--- src/pge_pkg.sv ---
`default_nettype none

package pge_pkg;

	localparam int KNOB_W     = 14;
	localparam int AMT_W      = 16;
	localparam int AMT_FRAC   = 15;
	localparam int RANGE_W    = 2;
	localparam int TICK_W     = 20;
	localparam int CH_W       = 4;
	localparam int CV_W       = 15;
	localparam int CFG_IDX_W  = 3;
	localparam int CFG_DATA_W = 20;

	localparam int LEN_W      = 35;
	localparam int END_W      = 20;
	localparam int PROD_W     = CV_W + AMT_W;
	localparam int KNOB_NS_W  = 34;
	localparam int SCL_W      = PROD_W + 20;
	localparam int Q_W        = SCL_W - AMT_FRAC;
	localparam int SUM_W      = LEN_W + 2;
	localparam int DIV_STEPS  = 2;
	localparam int DIV_CNT_W  = $clog2(DIV_STEPS + 1);

	localparam int NS_PER_MS  = 1000000;
	localparam int CV_LIMIT   = 10000;
	localparam int TICK_RESET = 20833;

	localparam int S_TDATA_W = 24;
	localparam int S_TUSER_W = 5;
	localparam int M_TDATA_W = 8;
	localparam int M_TUSER_W = 4;

	localparam logic [CFG_IDX_W-1:0] REG_KNOB     = 3'd0;
	localparam logic [CFG_IDX_W-1:0] REG_AMOUNT   = 3'd1;
	localparam logic [CFG_IDX_W-1:0] REG_RANGE    = 3'd2;
	localparam logic [CFG_IDX_W-1:0] REG_ONE_SHOT = 3'd3;
	localparam logic [CFG_IDX_W-1:0] REG_TICK     = 3'd4;

	localparam logic [RANGE_W-1:0] RANGE_LONG   = 2'd0;
	localparam logic [RANGE_W-1:0] RANGE_MEDIUM = 2'd1;
	localparam logic [RANGE_W-1:0] RANGE_SHORT  = 2'd2;

	typedef struct packed {
		logic [KNOB_W-1:0]        knob_length_ms;
		logic signed [AMT_W-1:0]  cv_amount;
		logic [RANGE_W-1:0]       range_select;
		logic                     one_shot_mode;
		logic [TICK_W-1:0]        tick_ns;
	} cfg_t;

	typedef struct packed {
		logic cap;
		logic mul;
		logic scale;
		logic sum;
		logic div_step;
		logic upd;
	} cmd_t;

	typedef struct packed {
		logic need_div;
		logic out_free;
	} sts_t;

	function automatic logic [LEN_W-1:0] cd_rem(input logic [LEN_W-1:0] r,
			input logic [TICK_W-1:0] t);
		logic [LEN_W-1:0] tl;
		tl = LEN_W'(t);
		return (r > tl) ? (r - tl) : '0;
	endfunction

	function automatic logic [END_W-1:0] cd_end(input logic [END_W-1:0] r,
			input logic [TICK_W-1:0] t);
		logic [END_W-1:0] tl;
		tl = END_W'(t);
		return (r > tl) ? (r - tl) : '0;
	endfunction

endpackage

`default_nettype wire

--- src/poly_gate_pulse_extender.sv ---
`default_nettype none

// Sixteen-channel retriggerable pulse extender. Each request is one sample tick for one
// channel and returns exactly one result carrying the pulse and end-trigger levels. A
// request is taken only when the block is idle, so a new one waits until the last is through:
// acceptance, two multiplier stages, one add-and-limit stage and one state update, at
// whose end the result is loaded into the output register. The short range adds the
// divide by ten, which first forms the partial products and then sums them.
// A result left waiting in the output register stalls the state update of the request
// behind it, and with it the input. Configuration writes take effect at once and must
// only be issued while no request is in flight.

module poly_gate_pulse_extender
	import pge_pkg::*;
#(
	parameter int CHANNELS = 16
)
(
	input  logic                  clk,
	input  logic                  arst_n,
	input  logic                  s_tvalid,
	output logic                  s_tready,
	input  logic [S_TDATA_W-1:0]  s_tdata,  // gate_level, reset_level, length_cv_mv[14:0]
	input  logic [S_TUSER_W-1:0]  s_tuser,  // channel[3:0], channel_active
	output logic                  m_tvalid,
	input  logic                  m_tready,
	output logic [M_TDATA_W-1:0]  m_tdata,  // pulse_out, end_out
	output logic [M_TUSER_W-1:0]  m_tuser,  // out_channel[3:0]
	input  logic                  cfg_we,
	input  logic [CFG_IDX_W-1:0]  cfg_index,
	input  logic [CFG_DATA_W-1:0] cfg_wdata
);

	cfg_t              cfg_q;
	cmd_t              cmd;
	sts_t              sts;
	logic              need_div;
	logic              out_free;
	logic [LEN_W-1:0]  len;
	logic              out_pulse;
	logic              out_end;

	always_ff @(posedge clk or negedge arst_n) begin
		if (!arst_n) begin
			cfg_q.knob_length_ms <= '0;
			cfg_q.cv_amount      <= '0;
			cfg_q.range_select   <= RANGE_MEDIUM;
			cfg_q.one_shot_mode  <= 1'b0;
			cfg_q.tick_ns        <= TICK_W'(TICK_RESET);
		end else if (cfg_we) begin
			case (cfg_index)
				REG_KNOB:     cfg_q.knob_length_ms <= cfg_wdata[KNOB_W-1:0];
				REG_AMOUNT:   cfg_q.cv_amount      <= $signed(cfg_wdata[AMT_W-1:0]);
				REG_RANGE:    cfg_q.range_select   <= cfg_wdata[RANGE_W-1:0];
				REG_ONE_SHOT: cfg_q.one_shot_mode  <= cfg_wdata[0];
				REG_TICK:     cfg_q.tick_ns        <= cfg_wdata[TICK_W-1:0];
				default: begin
				end
			endcase
		end
	end

	assign sts.need_div = need_div;
	assign sts.out_free = out_free;

	pge_ctrl u_ctrl (
		.clk      (clk),
		.arst_n   (arst_n),
		.s_tvalid (s_tvalid),
		.s_tready (s_tready),
		.sts      (sts),
		.cmd      (cmd)
	);

	pge_len u_len (
		.clk      (clk),
		.cmd      (cmd),
		.cfg      (cfg_q),
		.cv_in    ($signed(s_tdata[2 +: CV_W])),
		.need_div (need_div),
		.len      (len)
	);

	pge_chan #(
		.CHANNELS (CHANNELS)
	) u_chan (
		.clk       (clk),
		.arst_n    (arst_n),
		.cmd       (cmd),
		.cfg       (cfg_q),
		.ch_in     (s_tuser[CH_W-1:0]),
		.act_in    (s_tuser[CH_W]),
		.gate_in   (s_tdata[0]),
		.rst_in    (s_tdata[1]),
		.len       (len),
		.m_ready   (m_tready),
		.out_free  (out_free),
		.m_valid   (m_tvalid),
		.out_ch    (m_tuser),
		.out_pulse (out_pulse),
		.out_end   (out_end)
	);

	assign m_tdata = {{(M_TDATA_W - 2){1'b0}}, out_end, out_pulse};

endmodule

`default_nettype wire

--- src/pge_ctrl.sv ---
`default_nettype none

module pge_ctrl
	import pge_pkg::*;
(
	input  logic clk,
	input  logic arst_n,
	input  logic s_tvalid,
	output logic s_tready,
	input  sts_t sts,
	output cmd_t cmd
);

	typedef enum logic [2:0] {
		ST_IDLE,
		ST_MUL,
		ST_SCALE,
		ST_SUM,
		ST_DIV,
		ST_UPD
	} state_t;

	state_t                 state_q;
	logic [DIV_CNT_W-1:0]   div_cnt_q;

	always_ff @(posedge clk or negedge arst_n) begin
		if (!arst_n) begin
			state_q   <= ST_IDLE;
			div_cnt_q <= '0;
		end else begin
			case (state_q)
				ST_IDLE: begin
					if (s_tvalid) state_q <= ST_MUL;
				end
				ST_MUL: begin
					state_q <= ST_SCALE;
				end
				ST_SCALE: begin
					state_q <= ST_SUM;
				end
				ST_SUM: begin
					div_cnt_q <= '0;
					state_q   <= sts.need_div ? ST_DIV : ST_UPD;
				end
				ST_DIV: begin
					if (div_cnt_q == DIV_CNT_W'(DIV_STEPS - 1)) state_q <= ST_UPD;
					div_cnt_q <= div_cnt_q + 1'b1;
				end
				ST_UPD: begin
					if (sts.out_free) state_q <= ST_IDLE;
				end
				default: begin
					state_q <= ST_IDLE;
				end
			endcase
		end
	end

	assign s_tready = (state_q == ST_IDLE);

	always_comb begin
		cmd          = '0;
		cmd.cap      = s_tvalid && (state_q == ST_IDLE);
		cmd.mul      = (state_q == ST_MUL);
		cmd.scale    = (state_q == ST_SCALE);
		cmd.sum      = (state_q == ST_SUM);
		cmd.div_step = (state_q == ST_DIV);
		cmd.upd      = (state_q == ST_UPD) && sts.out_free;
	end

`ifndef SYNTHESIS
	a_one_in_flight: assert property (@(posedge clk) disable iff (!arst_n)
		(s_tvalid && s_tready) |=> !s_tready)
		else $error("request accepted while another is in flight");

	a_div_count: assert property (@(posedge clk) disable iff (!arst_n)
		(state_q == ST_DIV) |-> (div_cnt_q < DIV_CNT_W'(DIV_STEPS)))
		else $error("divider ran past its last step");
`endif

endmodule

`default_nettype wire

--- src/pge_len.sv ---
`default_nettype none

module pge_len
	import pge_pkg::*;
(
	input  logic                   clk,
	input  cmd_t                   cmd,
	input  cfg_t                   cfg,
	input  logic signed [CV_W-1:0] cv_in,
	output logic                   need_div,
	output logic [LEN_W-1:0]       len
);

	localparam logic signed [CV_W-1:0]  CV_HI    = CV_W'(CV_LIMIT);
	localparam logic signed [CV_W-1:0]  CV_LO    = CV_W'(-CV_LIMIT);
	localparam logic signed [SUM_W-1:0] MIN_SUM  = SUM_W'(NS_PER_MS);
	localparam int                      RECIP_SH = 38;
	localparam logic [LEN_W-1:0]        RECIP    =
		LEN_W'(((64'd1 << RECIP_SH) + 64'd9) / 64'd10);
	localparam int                      LO_W     = 18;
	localparam int                      PL_W     = LO_W + LEN_W;
	localparam int                      PH_W     = LEN_W - LO_W + LEN_W;
	localparam int                      ACC_W    = PH_W + 1;
	localparam int                      ACC_SH   = RECIP_SH - LO_W;

	logic signed [CV_W-1:0]   cv_q;
	logic signed [CV_W-1:0]   cvc;
	logic signed [PROD_W-1:0] prod_s1;
	logic [KNOB_NS_W-1:0]     knob_s1;
	logic signed [SCL_W-1:0]  scl_s2;
	logic [KNOB_NS_W-1:0]     knob_s2;
	logic signed [SCL_W-1:0]  scl_adj;
	logic signed [Q_W-1:0]    q;
	logic signed [SUM_W-1:0]  ns_sum;
	logic [LEN_W-1:0]         ns_min;
	logic [LEN_W-1:0]         ns_q;
	logic [PL_W-1:0]          pl_q;
	logic [PH_W-1:0]          ph_q;
	logic [ACC_W-1:0]         acc;
	logic [LEN_W-1:0]         quo_q;
	logic [LEN_W:0]           dbl;

	always_comb begin
		if (cv_q > CV_HI) cvc = CV_HI;
		else if (cv_q < CV_LO) cvc = CV_LO;
		else cvc = cv_q;
	end

	// round toward zero before dropping the fraction
	assign scl_adj = scl_s2[SCL_W-1] ? (scl_s2 + SCL_W'((1 << AMT_FRAC) - 1)) : scl_s2;
	assign q       = $signed(scl_adj[SCL_W-1:AMT_FRAC]);
	assign ns_sum  = $signed({{(SUM_W - KNOB_NS_W){1'b0}}, knob_s2}) + SUM_W'(q);
	assign ns_min  = (ns_sum < MIN_SUM) ? LEN_W'(NS_PER_MS) : ns_sum[LEN_W-1:0];

	// divide by ten: multiply by the rounded-up reciprocal, split in two partial products
	assign acc = {1'b0, ph_q} + ACC_W'(pl_q[PL_W-1:LO_W]);

	always_ff @(posedge clk) begin
		if (cmd.cap) cv_q <= cv_in;
		if (cmd.mul) begin
			prod_s1 <= cvc * cfg.cv_amount;
			knob_s1 <= KNOB_NS_W'(cfg.knob_length_ms) * KNOB_NS_W'(NS_PER_MS);
		end
		if (cmd.scale) begin
			scl_s2  <= prod_s1 * SCL_W'(NS_PER_MS);
			knob_s2 <= knob_s1;
		end
		if (cmd.sum) ns_q <= ns_min;
		if (cmd.div_step) begin
			pl_q  <= PL_W'(ns_q[LO_W-1:0]) * PL_W'(RECIP);
			ph_q  <= PH_W'(ns_q[LEN_W-1:LO_W]) * PH_W'(RECIP);
			quo_q <= LEN_W'(acc[ACC_W-1:ACC_SH]);
		end
	end

	assign need_div = (cfg.range_select == RANGE_SHORT);
	assign dbl      = {ns_q, 1'b0};
	assign len      = (cfg.range_select == RANGE_LONG) ?
		(dbl[LEN_W] ? '1 : dbl[LEN_W-1:0]) :
		((cfg.range_select == RANGE_SHORT) ? quo_q : ns_q);

endmodule

`default_nettype wire

--- src/pge_chan.sv ---
`default_nettype none

module pge_chan
	import pge_pkg::*;
#(
	parameter int CHANNELS = 16
)
(
	input  logic             clk,
	input  logic             arst_n,
	input  cmd_t             cmd,
	input  cfg_t             cfg,
	input  logic [CH_W-1:0]  ch_in,
	input  logic             act_in,
	input  logic             gate_in,
	input  logic             rst_in,
	input  logic [LEN_W-1:0] len,
	input  logic             m_ready,
	output logic             out_free,
	output logic             m_valid,
	output logic [CH_W-1:0]  out_ch,
	output logic             out_pulse,
	output logic             out_end
);

	localparam int IDX_W = (CHANNELS > 1) ? $clog2(CHANNELS) : 1;

	logic                prev_gate_q [CHANNELS];
	logic                blocked_q   [CHANNELS];
	logic [LEN_W-1:0]    rem_q       [CHANNELS];
	logic                prev_pulse_q[CHANNELS];
	logic [END_W-1:0]    end_rem_q   [CHANNELS];

	logic [CH_W-1:0]     ch_q;
	logic                act_q;
	logic                gate_q;
	logic                rst_q;

	logic                out_valid_q;
	logic [CH_W-1:0]     out_ch_q;
	logic                out_pulse_q;
	logic                out_end_q;

	logic                in_rng;
	logic [IDX_W-1:0]    idx;
	logic                pg;
	logic                blk;
	logic [LEN_W-1:0]    rem;
	logic                pp;
	logic [END_W-1:0]    er;
	logic                rise;
	logic                blk_n;
	logic [LEN_W-1:0]    rem_1;
	logic [LEN_W-1:0]    rem_n;
	logic                run;
	logic [END_W-1:0]    er_n;
	logic                fire;

	assign in_rng = ({1'b0, ch_q} < (CH_W + 1)'(CHANNELS));
	assign idx    = ch_q[IDX_W-1:0];

	always_comb begin
		pg   = prev_gate_q[idx];
		blk  = blocked_q[idx];
		rem  = rem_q[idx];
		pp   = prev_pulse_q[idx];
		er   = end_rem_q[idx];
		rise = gate_q && !pg;

		if (rst_q) begin
			blk_n = 1'b1;
			rem_1 = rem;
			rem_n = '0;
		end else begin
			blk_n = rise ? 1'b0 : blk;
			rem_1 = (rise && cfg.one_shot_mode) ? len : rem;
			if (blk_n) rem_n = rem_1;
			else if (gate_q && !cfg.one_shot_mode) rem_n = len;
			else rem_n = cd_rem(rem_1, cfg.tick_ns);
		end

		run = (rem_n != '0);

		if (pp && !run) begin
			er_n = (er < END_W'(NS_PER_MS)) ? END_W'(NS_PER_MS) : er;
			fire = 1'b1;
		end else if (er != '0) begin
			er_n = cd_end(er, cfg.tick_ns);
			fire = 1'b1;
		end else begin
			er_n = er;
			fire = 1'b0;
		end
	end

	always_ff @(posedge clk) begin
		if (cmd.cap) begin
			ch_q   <= ch_in;
			act_q  <= act_in;
			gate_q <= gate_in;
			rst_q  <= rst_in;
		end
		if (cmd.upd) begin
			out_ch_q    <= ch_q;
			out_pulse_q <= in_rng && act_q && run;
			out_end_q   <= in_rng && act_q && fire;
		end
	end

	always_ff @(posedge clk or negedge arst_n) begin
		if (!arst_n) begin
			for (int i = 0; i < CHANNELS; i++) begin
				prev_gate_q[i]  <= 1'b0;
				blocked_q[i]    <= 1'b0;
				rem_q[i]        <= '0;
				prev_pulse_q[i] <= 1'b0;
				end_rem_q[i]    <= '0;
			end
		end else if (cmd.upd && in_rng) begin
			if (act_q) begin
				prev_gate_q[idx]  <= gate_q;
				blocked_q[idx]    <= blk_n;
				rem_q[idx]        <= rem_n;
				prev_pulse_q[idx] <= run;
				end_rem_q[idx]    <= er_n;
			end else begin
				prev_gate_q[idx]  <= 1'b0;
				blocked_q[idx]    <= 1'b0;
				prev_pulse_q[idx] <= 1'b0;
				end_rem_q[idx]    <= '0;
			end
		end
	end

	always_ff @(posedge clk or negedge arst_n) begin
		if (!arst_n) begin
			out_valid_q <= 1'b0;
		end else if (cmd.upd) begin
			out_valid_q <= 1'b1;
		end else if (m_ready) begin
			out_valid_q <= 1'b0;
		end
	end

	assign out_free  = !out_valid_q || m_ready;
	assign m_valid   = out_valid_q;
	assign out_ch    = out_ch_q;
	assign out_pulse = out_pulse_q;
	assign out_end   = out_end_q;

`ifndef SYNTHESIS
	a_quiet_out_of_range: assert property (@(posedge clk) disable iff (!arst_n)
		(out_valid_q && ({1'b0, out_ch_q} >= (CH_W + 1)'(CHANNELS)))
			|-> (!out_pulse_q && !out_end_q))
		else $error("output driven for a channel beyond the channel count");

	a_reset_kills_pulse: assert property (@(posedge clk) disable iff (!arst_n)
		(cmd.upd && in_rng && act_q && rst_q) |=> !out_pulse_q)
		else $error("pulse high on a tick with reset asserted");
`endif

endmodule

`default_nettype wire

--- config.mk ---
export PLATFORM = sky130hd
export DESIGN_NAME = poly_gate_pulse_extender
export DESIGN_NICKNAME = d
export VERILOG_FILES = /design/src/pge_pkg.sv /design/src/poly_gate_pulse_extender.sv /design/src/pge_ctrl.sv /design/src/pge_len.sv /design/src/pge_chan.sv
export SDC_FILE = /design/constraint.sdc
export NUM_CORES = 2
export LEC_CHECK = 0
export BUFFER_PORTS_ARGS = -buffer_cell sky130_fd_sc_hd__buf_4
export CAP_MARGIN = 5
export CELL_PAD_IN_SITES_DETAIL_PLACEMENT = 1
export CELL_PAD_IN_SITES_GLOBAL_PLACEMENT = 1
export CORE_MARGIN = 3
export CORE_UTILIZATION = 56
export CTS_CLUSTER_DIAMETER = 30
export DETAILED_ROUTE_END_ITERATION = 7
export PLACE_DENSITY = 0.87
export SYNTH_ARGS = -nofsm -noshare
export SYNTH_HDL_FRONTEND = slang
export SYNTH_SLANG_ARGS = --single-unit
--- constraint.sdc ---
create_clock -name clk -period 18.5 [get_ports clk]
set_input_delay 3.7 -clock clk [delete_from_list [all_inputs] [get_ports clk]]
set_output_delay 3.7 -clock clk [all_outputs]
set_load 0.05 [all_outputs]
==> summary.txt <==
Global route
  – Initial antenna violation count: 21
  – Largest net degree at the start of global routing: 129
  – Global-route wire length before repair: 594 mm
  – Vias in the first global route: 91500
  – Grt ovf: 0
  – Gr usage total: 47.0%

Layout
  – Fill cell count: 16600
  – Area occupied by registers: 34200 um^2
  – Layout cell share with drive strength beyond 1: 12.3%
  – Commonest non-fill, non-tap cells in the layout: 1878 x nand2_1, 980 x dfrtp_1, 949 x inv_1
  – Layout area overhead: 13.9%
  – Multi-input gate area: 52900 um^2
  – Non-filler instance count after layout: 11400
  – Commonest non-fill, non-tap cell in the layout: nand2_1
  – Nets: 10400

Floorplanning
  – Die Y: 412 um
  – Initial Util: 56.5%
  – DIE WIDTH: 412 um
  – I/O pins: 71
  – Core Area: 163000 um^2
  – Rows: 148
  – Die area: 170000 um^2

Synth
  – Synth area leaders: dfrtp_1 27%, fa_1 14%, edfxtp_1 10%
  – Largest family of logic cells by synthesized area: adder cells
  – Yosys top cell area share: 26.6%
  – Synth Register Bits: 1302
  – Number of synthesized flops with an enable pin: 315
  – Sequential element share of the synthesized area: 37.0%
  – Area leader, netlist: dfrtp_1
  – Area share of fa/ha/maj cells after synthesis: 24.0%
  – Mux share of post-synthesis cell area: 7.87%
  – Xor/xnor share of the synthesized area: 2.69%
  – Gate Count Post-Synth: 8922
  – Synth Flop Type: dfrtp_1
  – Synth unique cells: 96
  – Mapped Area: 92400 um^2
  – Compound-Gate Fraction of Synth Area: 9.54%
  – Simple logic cell fraction of the synthesized area: 12.9%
  – FFs w/ async S/R, synth: 75.8%
  – Synthesized area per cell: 10.4 um^2
  – Synthesis Warnings: 0

Timing
  – Final Max Slew Viols: 56
  – Final Hold Fails: 0
  – Post-Route Skew: 0.133 ns
  – Final Cycle Share: 66.3%
  – Setup TNS Final: 0 ns
  – Tightest Pin Transition: 1.91 ns
  – Max_slew headroom: -28.7%
  – Minimum clock period: 12.26 ns
  – Final setup fails: 0
  – RSZ-0062 raised after global routing: no
  – F_max: 81.6 MHz

Placement
  – Post-DP HPWL: 215 mm
  – IO Port Bufs: 57
  – Routability Congestion: 0.934
  – Placed insts: 10800

Flow run
  – Max_cap viols: 6

Detailed routing
  – WL/cell: 38.3 um
  – ANT nets after route: 0
  – Via density: 7.46
  – DR iter-0 viols: 12500
  – DRT Pass-1 Iters: 8
  – Vias post-DR: 85100
  – DRC Markers: 5
  – Drt total wl: 436 mm

Clocking
  – TritonCTS clock tree: yes
  – Clk Latency, worst-skew pair: 1.06 ns
  – Root Buffer: clkbuf_16
  – Post-CTS sizing: 0
  – Clock-pin slew on the worst setup and hold paths: 0.06 ns
  – # Post-CTS Setup Buffers: 0
  – CTS Buf Count: 309
  – H-tree Lvls: 5
  – Maximum clock path buffer count: 4
  – # clock sinks: 1302
  – Hold-fix buffers, CTS: 0

Min path
  – Worst Hold Depth: 0
  – Worst Hold Class: reg2reg

Critical path
  – Worst reg2reg path depth: 22
  – WS Path Type: reg2reg
  – Crit path DAT: 12.94 ns
  – Critical Path End Type: flop
  – Crit-path max FO: 34
  – Crit start category: flop
  – Required time worst endpoint: 19.18 ns

Status
  – Failing checks: DRC, capacitance limit, slew limit
  – Status: complete, but fails checks
## kinds of logic (layout without fill, tap and decap cells)
group	Yosys count	count (layout)
and+or+nand+nor	2775	2775
buffers and inverters	1406	1662
adders and majority gates	1390	1390
AOI/OAI and AO/OA	1385	1385
DFF	1302	1302
muxes	379	379
xor gates and xnor gates	284	284
other	1	48
## cell type report
type	instances	area share (%)
Timing Repair Buffer	179	1.34
Tap cell	2175	2.59
Multi-Input combinational cell	6219	50.2
Sequential cell	1302	32.5
Antenna cell	42	0.0999
Clock inverter	165	1.89
Inverter	952	3.40
Clock buffer	366	7.98
## sequential cells by signal, summed over array words and instances (netlist names), 2 cells and up
register and flops:
cfg_q 53, u_chan.blocked_q 16, u_chan.ch_q 4, u_chan.end_rem_q 320, u_chan.out_ch 4, u_chan.prev_gate_q 16, u_chan.prev_pulse_q 16, u_chan.rem_q 560
u_ctrl.div_cnt_q 2, u_ctrl.state_q 3, u_len.cv_q 15, u_len.knob_s1 28, u_len.knob_s2 28, u_len.ns_q 35, u_len.ph_q 52, u_len.pl_q 35
u_len.prod_s1 31, u_len.quo_q 33, u_len.scl_s2 45
## cell usage after synthesis, types with 190 or more instances
cell	count
mux4_2	268
clkbuf_1	359
nor2_1	216
inv_1	950
o21ai_0	522
fa_1	637
nand2_1	1894
ha_1	753
xnor2_1	196
a21oi_1	190
dfrtp_1	980
edfxtp_1	315
## metrics by stage
stage	utilization, %	hold WS [ns]	cell area (um^2)	setup WS, ns
floorplan	-	0.400	92400	10.70
global placement	58.0	0.401	94700	8.13
detailed placement	58.0	0.406	94700	7.87
CTS	64.3	0.422	105000	7.43
global route	64.4	0.435	105000	6.14
finish	64.4	0.417	105000	6.24
## final timing paths
| kind | start | endpoint | slack [ns] |
|---|---|---|---|
| min in group asynchronous | arst_n | u_chan.rem_q[368] | 2.75 |
| max in group asynchronous | arst_n | cfg_q[49] | 12.07 |
| hold reg to reg | u_len.knob_s1[24] | u_len.knob_s2[24] | 0.42 |
| hold / removal | u_len.knob_s1[24] | u_len.knob_s2[24] | 0.42 |
| setup reg to reg | u_chan.ch_q[3] | u_chan.end_rem_q[167] | 6.24 |
| setup / recovery | u_chan.ch_q[3] | u_chan.end_rem_q[167] | 6.24 |
## worst max-delay path, cell delays in order, from the launching register on
cell	delay, ns
edfxtp_1	0.33
buf_4	0.55
buf_4	0.77
or3b_2	0.51
o221ai_1	0.54
or3_2	1.01
mux2i_1	0.38
inv_1	0.18
ha_1	0.44
a21oi_1	0.29
o21ai_0	0.20
a22o_1	0.30
a31o_2	0.31
a2111oi_2	1.04
and2_0	0.49
nand3_1	0.20
a2bb2oi_2	0.81
nand3_1	0.25
a2111oi_4	0.46
nand4_4	0.44
nor2_8	0.63
a2bb2oi_1	0.90
o21ai_0	0.76
## routing by layer
metal / vias up / wire length, um / GRT usage (%)
li1: 30300 / - / -
met1: 41400 / 133000 / 51.8
met2: 9142 / 189000 / 73.2
met3: 4168 / 60400 / 15.9
met4: 30 / 53100 / 40.2
met5: - / 493 / 0
Power is left out: the tool's default activity adds up to more than one toggle a clock period on the data nets, which glitch-free logic cannot reach.
